--- src/cpfs_pkg.sv ---
`timescale 1ns / 1ps
package cpfs_pkg;

  localparam int MAX_POINTS_DEF = 64;
  localparam int COORD_W        = 16;
  localparam int IDX_W          = 6;
  localparam int THR_W          = 32;
  localparam int ACTIVE_W       = 7;
  localparam int CFG_IDX_W      = 1;
  localparam int DEN_SQ_W       = 50;
  localparam int QUOT_W         = 17;

  localparam logic [CFG_IDX_W-1:0] CFG_THRESHOLD     = 1'd0;
  localparam logic [CFG_IDX_W-1:0] CFG_ACTIVE_POINTS = 1'd1;

  localparam logic OP_LOAD  = 1'b0;
  localparam logic OP_QUERY = 1'b1;

  typedef enum logic [3:0] {
    ST_IDLE, ST_FETCH, ST_DIFF, ST_MX, ST_MY, ST_MZ, ST_MS, ST_ML, ST_MH,
    ST_MD, ST_MQ, ST_DST, ST_DIV, ST_ACC, ST_DONE
  } state_t;

  typedef struct packed {
    logic              done;
    logic [QUOT_W-1:0] quot;
  } div_stat_t;

endpackage

--- src/cpfs_div.sv ---
`timescale 1ns / 1ps
module cpfs_div (
  input  logic                           clk,
  input  logic                           rst_n,
  input  logic                           start,
  input  logic [cpfs_pkg::DEN_SQ_W-1:0]  den_sq,
  output cpfs_pkg::div_stat_t            stat
);
  import cpfs_pkg::*;

  localparam int REM_W   = 49;
  localparam int TRIAL_W = DEN_SQ_W + QUOT_W;

  logic [DEN_SQ_W-1:0] q_r;
  logic [REM_W-1:0]    rem_r;
  logic [QUOT_W-1:0]   quot_r;
  logic [4:0]          cnt_r;
  logic                busy_r;
  logic                done_r;
  logic [TRIAL_W-1:0]  trial;
  logic                fits;

  // 2^48 / den_sq, one quotient bit a cycle, msb first
  assign trial = {{QUOT_W{1'b0}}, q_r} << cnt_r;
  assign fits  = {{(TRIAL_W-REM_W){1'b0}}, rem_r} >= trial;

  always_ff @(posedge clk) begin
    if (!rst_n) begin
      busy_r <= 1'b0;
      done_r <= 1'b0;
    end else begin
      done_r <= 1'b0;
      if (start) begin
        busy_r <= 1'b1;
        q_r    <= den_sq;
        rem_r  <= REM_W'(1) << 48;
        quot_r <= '0;
        cnt_r  <= 5'(QUOT_W - 1);
      end else if (busy_r) begin
        if (fits) begin
          rem_r  <= rem_r - trial[REM_W-1:0];
          quot_r <= quot_r | (QUOT_W'(1) << cnt_r);
        end
        if (cnt_r == 5'd0) begin
          busy_r <= 1'b0;
          done_r <= 1'b1;
        end else begin
          cnt_r <= cnt_r - 5'd1;
        end
      end
    end
  end

  assign stat.done = done_r;
  assign stat.quot = quot_r;
endmodule
--- config.mk ---
export PLATFORM = sky130hd
export DESIGN_NAME = cpfs_div
export DESIGN_NICKNAME = d
export VERILOG_FILES = /design/src/cpfs_pkg.sv /design/src/cpfs_div.sv
export SDC_FILE = /design/constraint.sdc
export NUM_CORES = 1
export LEC_CHECK = 0
export ABC_AREA = 1
export CORE_MARGIN = 2
export CORE_UTILIZATION = 23
export CTS_BUF_LIST = sky130_fd_sc_hd__clkbuf_16
export CTS_CLUSTER_DIAMETER = 50
export DETAILED_ROUTE_END_ITERATION = 7
export DONT_BUFFER_PORTS = 1
export GPL_ROUTABILITY_DRIVEN = 1
export SLEW_MARGIN = 20
export SYNTH_ARGS = -nofsm -noshare
export SYNTH_HDL_FRONTEND = slang
export SYNTH_SLANG_ARGS = --single-unit
--- constraint.sdc ---
create_clock -name clk -period 5.1 [get_ports clk]
set_clock_uncertainty 0.1 [all_clocks]
set_input_delay 0.51 -clock clk [delete_from_list [all_inputs] [get_ports clk]]
set_output_delay 0.51 -clock clk [all_outputs]
set_load 0.01 [all_outputs]
==> flow_summary.toml, run 1 <==
[status]
outcome = "completed"

[finish]
seq_area_um2 = 3670
area_delta_synth_final_pct = 11.6
final_nets = 1600
layout.cells.non_filler = 2105
n_antenna_cell = 0
nFillCells = 5038
layout-drive-gt1-share_pct = 6.18
multi_input_area_um2 = 6060

[floorplan]
die_area_um2 = 47600
fp-row-count = 78
start_util_pct = 23.3
die_w_um = 218
io_pins = 71
fp.dieH_um = 218
coreArea_um2 = 45400

[synthesis]
syn_nets = 1625
synthFlopType = "edfxtp_1"
syn_inst = 1517
synth_edf_count = 121
ys_ff_latch = 123
synth_cell_types = 45
yosysWarnings = 0
synth_seq_area_share_pct = 34.8
netlist_area_um2 = 10600
async_flop_share_pct = 0
syn_area_per_cell_um2 = 6.96

[worst_setup_path]
timing.reg2reg.setup_slack_ns = 0.42
worstSetupPathType = "reg -> reg"
end_kind = "register"
r2r.worst_path.cells = 24
rr_startpoint = "cnt_r[0]"
crit_fanout = 54
start_kind = "register"
critPathArrivalTime_ns = 4.69
required_ns = 5.11
rr_endpoint = "rem_r[38]"

[power]
p_leak_nw = 4.80
ir_worst_vdd_mv = 0.212
powerDensity_nw_per_um2 = 357

[global_routing]
grt_pass1_wl_um = 55600
grt_pass1_vias = 9973
antenna_found_initial = 1
grt_max_degree = 75
grt_usage_pct = 15.0
gr-total-overflow = 0

[timing]
max_slew_margin_pct = 31.6
drv_slew = 0
setup-tns-final_ns = 0
fmax_mhz = 213
timing.final.ws_setup_ns = 0.415
setup_violations = 0
period_minus_slack_ns = 4.68
rsz0062_at_grt = "false"
fin_crit_sh_pct = 91.9
finalHoldViolations = 0
tightestPinTransition_ns = 1.02

[clock_tree]
htreeDepth = 4
cts_tree = "done"
cts_made_buffers = 17
cts_root_buf = "clkbuf_16"
clock_latency_ns = 0.45
postCtsSetupBuffers = 0
clock_path_buffers = 2
path_clk_slew_ns = 0.06
cts_sinks = 123

[route]
viasPerCell = 4.99
drt_wl_total_um = 35200
initialDrtViolationCount = 1180
drc_errors = 0
vias = 10500
detail-route-antenna-nets = 0
drtPass1Iterations = 5
routedWlPerCell_um = 16.7

[hold_path]
min_delay_path_depth = 0
hold_path_class = "in -> reg"
hp-start = "den_sq[1]"
min_to = "q_r[1]"

[place]
place.gp.congestion = 0.944
dp.cells = 2073
dpl.hpwl_um = 27300
port_buffers = 0
place_ws_ns = 0.421

[job]
max-cap-violations = 0
## cells in the final DEF, fill, tap and decap left out, types with 4 or more instances in the layout
cell type   netlist  routed
a21boi_0          6       6
a21o_1            8       8
a21oi_1         116     116
a31oi_1          26      26
buf_4             8      23
bufinv_16         0       4
clkbuf_16         0      17
clkinvlp_4        0       4
edfxtp_1        121     121
ha_1             54      54
inv_1           125     122
mux2i_1          10      10
nand2_1         364     363
nand2_2          14      15
nand3_1         226     226
nand4_1          15      15
nor2_1          165     165
nor3_1           13      13
o21a_1            6       6
o21ai_0         121     121
o21ai_1          10      10
o21ai_2           4       4
o21bai_1          9       9
or2_2             5       5
## flip-flops by register name (all words and copies together), names as in the netlist
| name | cells |
|---|---|
| q_r | 50 |
| rem_r | 49 |
| quot_r | 17 |
| cnt_r | 5 |
| busy_r | 1 |
| done_r | 1 |
## cell usage after synthesis, drive strengths merged (2+ instances only)
master	number	area [um2]
buf	42	251
o21ai	135	691
nand4	15	93.8
inv	127	482
or2	5	31.3
nor3	14	75.1
ha	54	676
clkbuf	26	97.6
dfxtp	2	40.0
nand3	227	1140
nor4	4	25.0
nand2	378	1450
o21a	6	45.0
edfxtp	121	3630
mux2i	10	100
a21boi	7	56.3
and2	2	12.5
o211ai	3	22.5
a21o	8	60.1
nor2	167	632
a21oi	118	598
o21bai	11	90.1
a31oi	26	163
## worst max-delay path, stage by stage (launching register included)
cell and delay, ns:
edfxtp_1 0.44, buf_4 0.21, buf_4 0.24, o21ai_0 0.24
o21ai_0 0.13, o21ai_0 0.26, mux2i_1 0.16, nor2_1 0.23
a31oi_1 0.12, ha_1 0.46, nand2_1 0.10, inv_1 0.08
nand2_1 0.10, nor2_1 0.27, nand2_1 0.09, nor2_1 0.12
nand2_1 0.09, nand3_1 0.09, nor2_1 0.04, a21oi_1 0.12
nand3_1 0.08, nand2_1 0.07, nand2_1 0.06, nand2_2 0.08
buf_12 0.28
## per-layer routing
| layer | GRT usage, % | part of all wire, % |
|---|---|---|
| met5 | 0 | 0.037 |
| met4 | 5.35 | 2.5 |
| met3 | 3.34 | 7.2 |
| met2 | 23.2 | 44 |
| met1 | 20.3 | 46 |
## cell type report
| class | instances | share of cell area [%] |
|---|---|---|
| well taps | 600 | 6.37 |
| repair buffers | 24 | 1.64 |
| multi-input cells | 1199 | 51.4 |
| clock inverters | 15 | 1.69 |
| inverters | 127 | 4.10 |
| clock buffers | 17 | 3.61 |
| flip-flops and latches | 123 | 31.2 |
## metrics by stage
| stage | power, mW | hold slack (ns) | area, um2 | utilization [%] |
|---|---|---|---|---|
| final | 4.21 | 0.0588 | 11800 | 26.0 |
| after global routing | 4.47 | 0.0318 | 11800 | 26.0 |
| after CTS | 4.20 | 0.0397 | 11800 | 25.9 |
| after detailed placement | 2.87 | 0.449 | 11200 | 24.6 |
| after global placement | 2.87 | 0.442 | 11200 | 24.6 |
| after floorplan | 2.43 | 0.360 | 10600 | - |
## cells by family (layout without fill, tap and decap cells)
family	count (synthesis)	count (layout)	synth area share (%)
compound gates	319	319	16.7
simple gates	814	814	33.0
flops	123	123	34.8
fa+ha+maj	55	55	6.59
xor+xnor	1	1	0.0830
mux	10	10	0.948
buf+inv	195	183	7.87
## power breakdown
| group | leakage (nW) | switching, mW | internal (mW) | total, mW |
|---|---|---|---|---|
| registers | 1.17 | 0.0461 | 1.22 | 1.26 |
| logic | 3.34 | 1.13 | 0.498 | 1.63 |
| clock network | 0.293 | 0.499 | 0.816 | 1.31 |
| total | 4.80 | 1.68 | 2.53 | 4.21 |
## how the worst max path moves through the flow
stage	cells after the start	from	slack, ns	endpoint
3_5_place_dp	22	cnt_r[0]	0.42	quot_r[4]
2_1_floorplan	26	cnt_r[0]	0.15	quot_r[0]
4_1_cts	22	cnt_r[0]	0.39	quot_r[1]
6_report	24	cnt_r[0]	0.42	rem_r[38]
3_3_place_gp	22	cnt_r[0]	0.46	quot_r[16]
5_1_grt	22	cnt_r[0]	0.03	rem_r[38]
## repair_timing
action / 4_1_cts / 5_1_grt
endpoints found under the setup margin: 0 / 66
hold buffers: 0 / 0
resized for setup: 0 / 1
Power figures use the tool's default switching activity.
==> run 2, diff against run 1 <==
ABC_AREA = unset   (was 1)
==> run 2 against run 1 <==
Non-clock buffer count is 8 higher. Maximum frequency is 1.6% lower. Combinational power up 13%. Via count fell by 20%. First-iteration DRC count shrank 28%. Hold slack gained 0.011 ns. Synthesized area shrank 2.3%. Largest cell class unchanged.
==> flow_summary.toml, run 2 <==
[status]
outcome = "completed"

[clock_tree]
cts_root_buf = "clkbuf_16"
path_clk_slew_ns = 0.06
clock_latency_ns = 0.44
cts_tree = "done"
cts_made_buffers = 17
cts_sinks = 123
htreeDepth = 4
clock_path_buffers = 2
postCtsSetupBuffers = 0

[synthesis]
netlist_area_um2 = 10300
synth_top_area_share_pct = 35.2
syn_nets = 1192
yosys-top-cells-count = "135 x nor2_1, 121 x edfxtp_1, 116 x nand2_1"
syn_inst = 1084
synthFlopType = "edfxtp_1"
yosysTopAreaCell = "edfxtp_1"
async_flop_share_pct = 0
synth_most_common_cell = "nor2_1"
synth_edf_count = 121
syn_area_per_cell_um2 = 9.51
synthTopCellsByArea = "edfxtp_1 35%, mux4_2 9.2%, ha_1 6.6%"
ys_ff_latch = 123
synth_cell_types = 72
yosysWarnings = 0
synth_seq_area_share_pct = 35.6

[power]
p_int_mw = 2.75
switchingPower_mw = 1.60
ir_worst_vdd_mv = 0.268
p_leak_nw = 4.30
seq_power_share_pct = 30.2
pwr-share-comb_pct = 42.2
p_sw_share_pct = 36.8
pwr-share-clk_pct = 27.7
powerDensity_nw_per_um2 = 374

[route]
drt_wl_total_um = 28200
routedWlPerCell_um = 16.9
viasPerCell = 5.05
vias = 8435
initialDrtViolationCount = 850
drtPass1Iterations = 6
drc_errors = 0
detail-route-antenna-nets = 0

[timing]
whs_ns = 0.0703
drv_slew = 0
rsz0062_at_grt = "false"
max_slew_margin_pct = 50.7
tightestPinTransition_ns = 0.739
setup-tns-final_ns = 0
timing.final.ws_setup_ns = 0.341
fmax_mhz = 210
finalHoldViolations = 0
setup_violations = 0
period_minus_slack_ns = 4.76
fin_crit_sh_pct = 93.3

[worst_setup_path]
critPathArrivalTime_ns = 4.77
crit_family = "compound AO/OA/AOI/OAI gates"
end_kind = "register"
slowest_delay_ns = 0.46
worst-path-buf-inv = 3
required_ns = 5.11
cp_common_cell = "buf_12"
worstPathCellList = "buf_12 > buf_12 > mux2_2 > o21ai_0 > a21oi_1 > mux2i_1 > o22a_1 > ha_1 > a21o_1 > a211oi_1 > a21oi_1 > nand3_1 > a21oi_2 > o21ai_1 > a21oi_2 > a2bb2oi_4 > buf_12"
worstSetupPathType = "reg -> reg"
critPathSlowestCell = "mux2i_1"
start_kind = "register"
crit_fanout = 49

[floorplan]
die_area_um2 = 46500
fp.dieH_um = 216
die_w_um = 216
coreArea_um2 = 44200
start_util_pct = 23.3
io_pins = 71
fp-row-count = 77

[finish]
regMostFlops = "q_r"
nFillCells = 4679
area_delta_synth_final_pct = 12.9
layout_commonest_cell = "nor2_1"
layout-drive-gt1-share_pct = 12.2
n_antenna_cell = 0
reg_top3 = "q_r (50), rem_r (49), quot_r (17)"
final_cell_mix = "135 x nor2_1, 121 x edfxtp_1, 116 x nand2_1"
final_nets = 1172
largest_reg_flops = 50
postLayoutCellArea_um2 = 11600

[job]
max-cap-violations = 0

[place]
place_ws_ns = 0.447
place.gp.congestion = 0.871
postPlaceCellArea_um2 = 11100
dpl.hpwl_um = 21500
port_buffers = 0

[hold_path]
hold_path_class = "in -> reg"

[global_routing]
grt_pass1_wl_um = 45100
grt_max_degree = 87
grt_pass1_vias = 8273
antenna_found_initial = 0
gr-total-overflow = 0
grt_usage_pct = 12.1
run 2: final cells by class:
cell class / count / area, um2 / share of cell area [%]
Sequential cell: 123 / 3670 / 31.6
Multi-Input combinational cell: 866 / 6260 / 53.8
Timing Repair Buffer: 32 / 303 / 2.60
Clock inverter: 15 / 146 / 1.26
Inverter: 24 / 90.1 / 0.774
Clock buffer: 17 / 425 / 3.65
Tap cell: 592 / 741 / 6.36
run 2: path summary, 6_finish.rpt:
check                           slack (ns)   endpoint  startpoint  cells after the start
worst min register to register        0.43     busy_r      busy_r                      2
worst min-delay path                  0.07    q_r[42]  den_sq[42]                      0
worst max-delay path                  0.34  rem_r[12]    cnt_r[1]                     17
worst max register to register        0.34  rem_r[12]    cnt_r[1]                     17
run 2: metrics by stage:
stage,instances,utilization [%],power (mW)
floorplan,1084,-,2.71
global placement,1637,25.0,3.12
detailed placement,1637,25.0,3.13
CTS,1669,26.3,4.35
global route,1669,26.3,4.61
finish,1669,26.3,4.35
run 2: logic make-up (layout without fill, tap and decap cells):
logic type,count (synthesis),count (layout),share of synthesized area [%]
simple gates,377,377,16.4
buf+inv,95,88,3.93
mux,117,117,16.7
flops,123,123,35.6
fa+ha+maj,55,55,6.75
xor+xnor,30,30,2.55
compound gates,287,287,18.0
run 2: worst register-to-register path, cell delays in order, from the launching register on:
cell and delay [ns]:
edfxtp_1 0.37, buf_12 0.16, buf_12 0.21, mux2_2 0.37, o21ai_0 0.21, a21oi_1 0.18
mux2i_1 0.46, o22a_1 0.31, ha_1 0.27, a21o_1 0.17, a211oi_1 0.10, a21oi_1 0.28
nand3_1 0.13, a21oi_2 0.24, o21ai_1 0.16, a21oi_2 0.21, a2bb2oi_4 0.18, buf_12 0.29
run 2: timing repair:
item / 4_1_cts / 5_1_grt
setup endpoints to repair: 0 / 1
gates resized for setup: 0 / 1
hold buffers: 0 / 0
endpoints found under the hold margin: 0 / 0
run 2: power by group through the flow:
stage / combinational (mW) / sequential [mW] / clock [mW]
after global placement: 1.79 / 1.33 / 0
after CTS: 1.81 / 1.31 / 1.23
after global routing: 2.01 / 1.32 / 1.28
final: 1.84 / 1.31 / 1.21
after detailed placement: 1.80 / 1.33 / 0
after floorplan: 1.40 / 1.31 / 0
run 2: layer usage:
metal  up-vias  global-route usage, %  wire [um]
met5         -                      0          0
met3        70                   2.00       1360
met4         0                   5.89       1070
met1      4037                   15.7      12600
met2       279                   19.5      13200
li1       4049                      -          -
==> run 3, diff against run 2 <==
ABC_AREA = 1   (was unset)
CAP_MARGIN = 25   (was unset)
==> run 3 against run 2 <==
Combinational power fell by 11%. Clock-buffer cell count did not move. Critical path depth rose by 5. Register-to-register slack improved by 0.097 ns. Routed wire length rose by 26%. Global-route usage rose by 3.0 points. Cell count rose by 26%. Non-clock buffer count fell by 5. Critical path type unchanged. Largest cell class unchanged. Highest routed layer is now met5.
==> flow_summary.toml, run 3 (synthesis results as in run 1) <==
[status]
outcome = "completed"

[global_routing]
grt_pass1_vias = 9948
antenna_found_initial = 2
grt_max_degree = 75
grt_pass1_wl_um = 55700
grt_util_met3_pct = 3.90
use_met1_pct = 20.4
grt_usage_pct = 15.1
top_usage_layer = "met2"
use_met2_pct = 23.0
gr-total-overflow = 0

[timing]
fmax_mhz = 215
rsz0062_at_grt = "false"
tightestPinTransition_ns = 1.02
setup-tns-final_ns = 0
drv_slew = 0
setup_violations = 0
finalHoldViolations = 0
period_minus_slack_ns = 4.66
max_slew_margin_pct = 32.0
fin_crit_sh_pct = 91.4

[finish]
final_nets = 1603
reg_top3 = "q_r (50), rem_r (49), quot_r (17)"
regMostFlops = "q_r"
area_delta_synth_final_pct = 12.2
largest_reg_flops = 50
n_antenna_cell = 0
final_util_pct = 26.1
layout-drive-gt1-share_pct = 6.37
layout_commonest_cell = "nand2_1"
final_cell_mix = "363 x nand2_1, 226 x nand3_1, 165 x nor2_1"

[route]
drtPass1Iterations = 6
drc_errors = 0
initialDrtViolationCount = 1274
viasPerCell = 5.02
routedWlPerCell_um = 16.8
detail-route-antenna-nets = 0
vias = 10600
drt_wl_total_um = 35400

[job]
max-cap-violations = 0

[clock_tree]
cts_root_buf = "clkbuf_16"
cts-resized-gates = 0
cts_tree = "done"
path_clk_slew_ns = 0.06
clock_latency_ns = 0.46
cts_sinks = 123
postCtsSetupBuffers = 0
clock_path_buffers = 2
cts_made_buffers = 17
htreeDepth = 4
hold_buffers = 0

[worst_setup_path]
cp-startpoint = "cnt_r[0]"
cp-endpoint = "rem_r[13]"
end_kind = "register"
critPathArrivalTime_ns = 4.70
required_ns = 5.14
worstSetupPathType = "reg -> reg"
rr_startpoint = "cnt_r[0]"
timing.reg2reg.setup_slack_ns = 0.44
start_kind = "register"
critPathSlowestCell = "ha_1"
r2r.worst_path.cells = 22
rr_endpoint = "rem_r[13]"
path_depth = 22
worst-path-buf-inv = 4
worstPathCellList = "inv_4 > buf_4 > buf_4 > nand2_1 > nand3_1 > nand3_1 > nand3_1 > o21ai_0 > nor2_1 > a31oi_1 > ha_1 > nand3_1 > nor4_2 > nand2_1 > nand3_1 > nor2_1 > a21oi_1 > nand3_1 > nand2_1 > nand2_1 > nand2_2 > clkbuf_16"
crit_family = "simple AND/OR/NAND/NOR gates"
cp_common_cell = "nand3_1"
slowest_delay_ns = 0.52
crit_fanout = 27

[power]
p_leak_nw = 4.83
ir_worst_vdd_mv = 0.206
powerDensity_nw_per_um2 = 357

[floorplan]
die_w_um = 218
start_util_pct = 23.3
die_area_um2 = 47600
coreArea_um2 = 45400
fp-row-count = 78
io_pins = 71
fp.dieH_um = 218

[place]
dpl.hpwl_um = 27300
place.gp.congestion = 0.944
port_buffers = 0

[hold_path]
hp-start = "den_sq[4]"
hold_path_class = "in -> reg"
min_delay_path_depth = 0
==> run 3: cell count changes in the layout (fill, tap and decap cells not counted), moves of 18 or more <==
| cell | change |
|---|---|
| a21o_1 | -27 |
| a21oi_1 | +20 |
| inv_1 | +97 |
| mux2i_1 | -45 |
| mux4_2 | -42 |
| nand2_1 | +247 |
| nand3_1 | +202 |
| nor2_1 | +30 |
| o21ai_0 | +93 |
| xnor2_1 | -18 |
==> run 3: through the flow <==
step	instance area, um2	hold slack (ns)	worst slack, ns	cells	power, mW
5_1_grt	11800	0.0256	0.0498	2108	4.49
3_3_place_gp	11200	0.442	0.456	2073	2.87
6_report	11800	0.0522	0.438	2108	4.23
2_1_floorplan	10600	0.360	0.153	1517	2.43
3_5_place_dp	11200	0.448	0.425	2074	2.87
4_1_cts	11800	0.0308	0.386	2106	4.21
==> run 3: where the power goes <==
part	leakage [nW]	switching, mW	internal (mW)
Combinational	3.37	1.14	0.503
Sequential	1.17	0.0462	1.22
Clock	0.293	0.509	0.816
Total	4.83	1.69	2.54
==> run 3: metal layers <==
metal | wire length, um | vias up
li1 | - | 5187
met1 | 16500 | 4925
met2 | 15300 | 399
met3 | 2620 | 68
met5 | 27 | -
met4 | 990 | 4
==> run 3: how the worst min path moves through the flow <==
stage / endpoint / slack, ns
6_report: q_r[4] / 0.05
5_1_grt: q_r[13] / 0.03
4_1_cts: q_r[12] / 0.03
3_5_place_dp: busy_r / 0.45
3_3_place_gp: busy_r / 0.44
2_1_floorplan: done_r / 0.36
==> run 3: area by class of cell <==
cell class | count | area, um2
fillers | 5046 | 33500
well taps | 600 | 751
repair buffers | 27 | 254
flip-flops and latches | 123 | 3670
multi-input cells | 1199 | 6060
clock inverters | 15 | 199
clock buffers | 17 | 425
inverters | 127 | 482
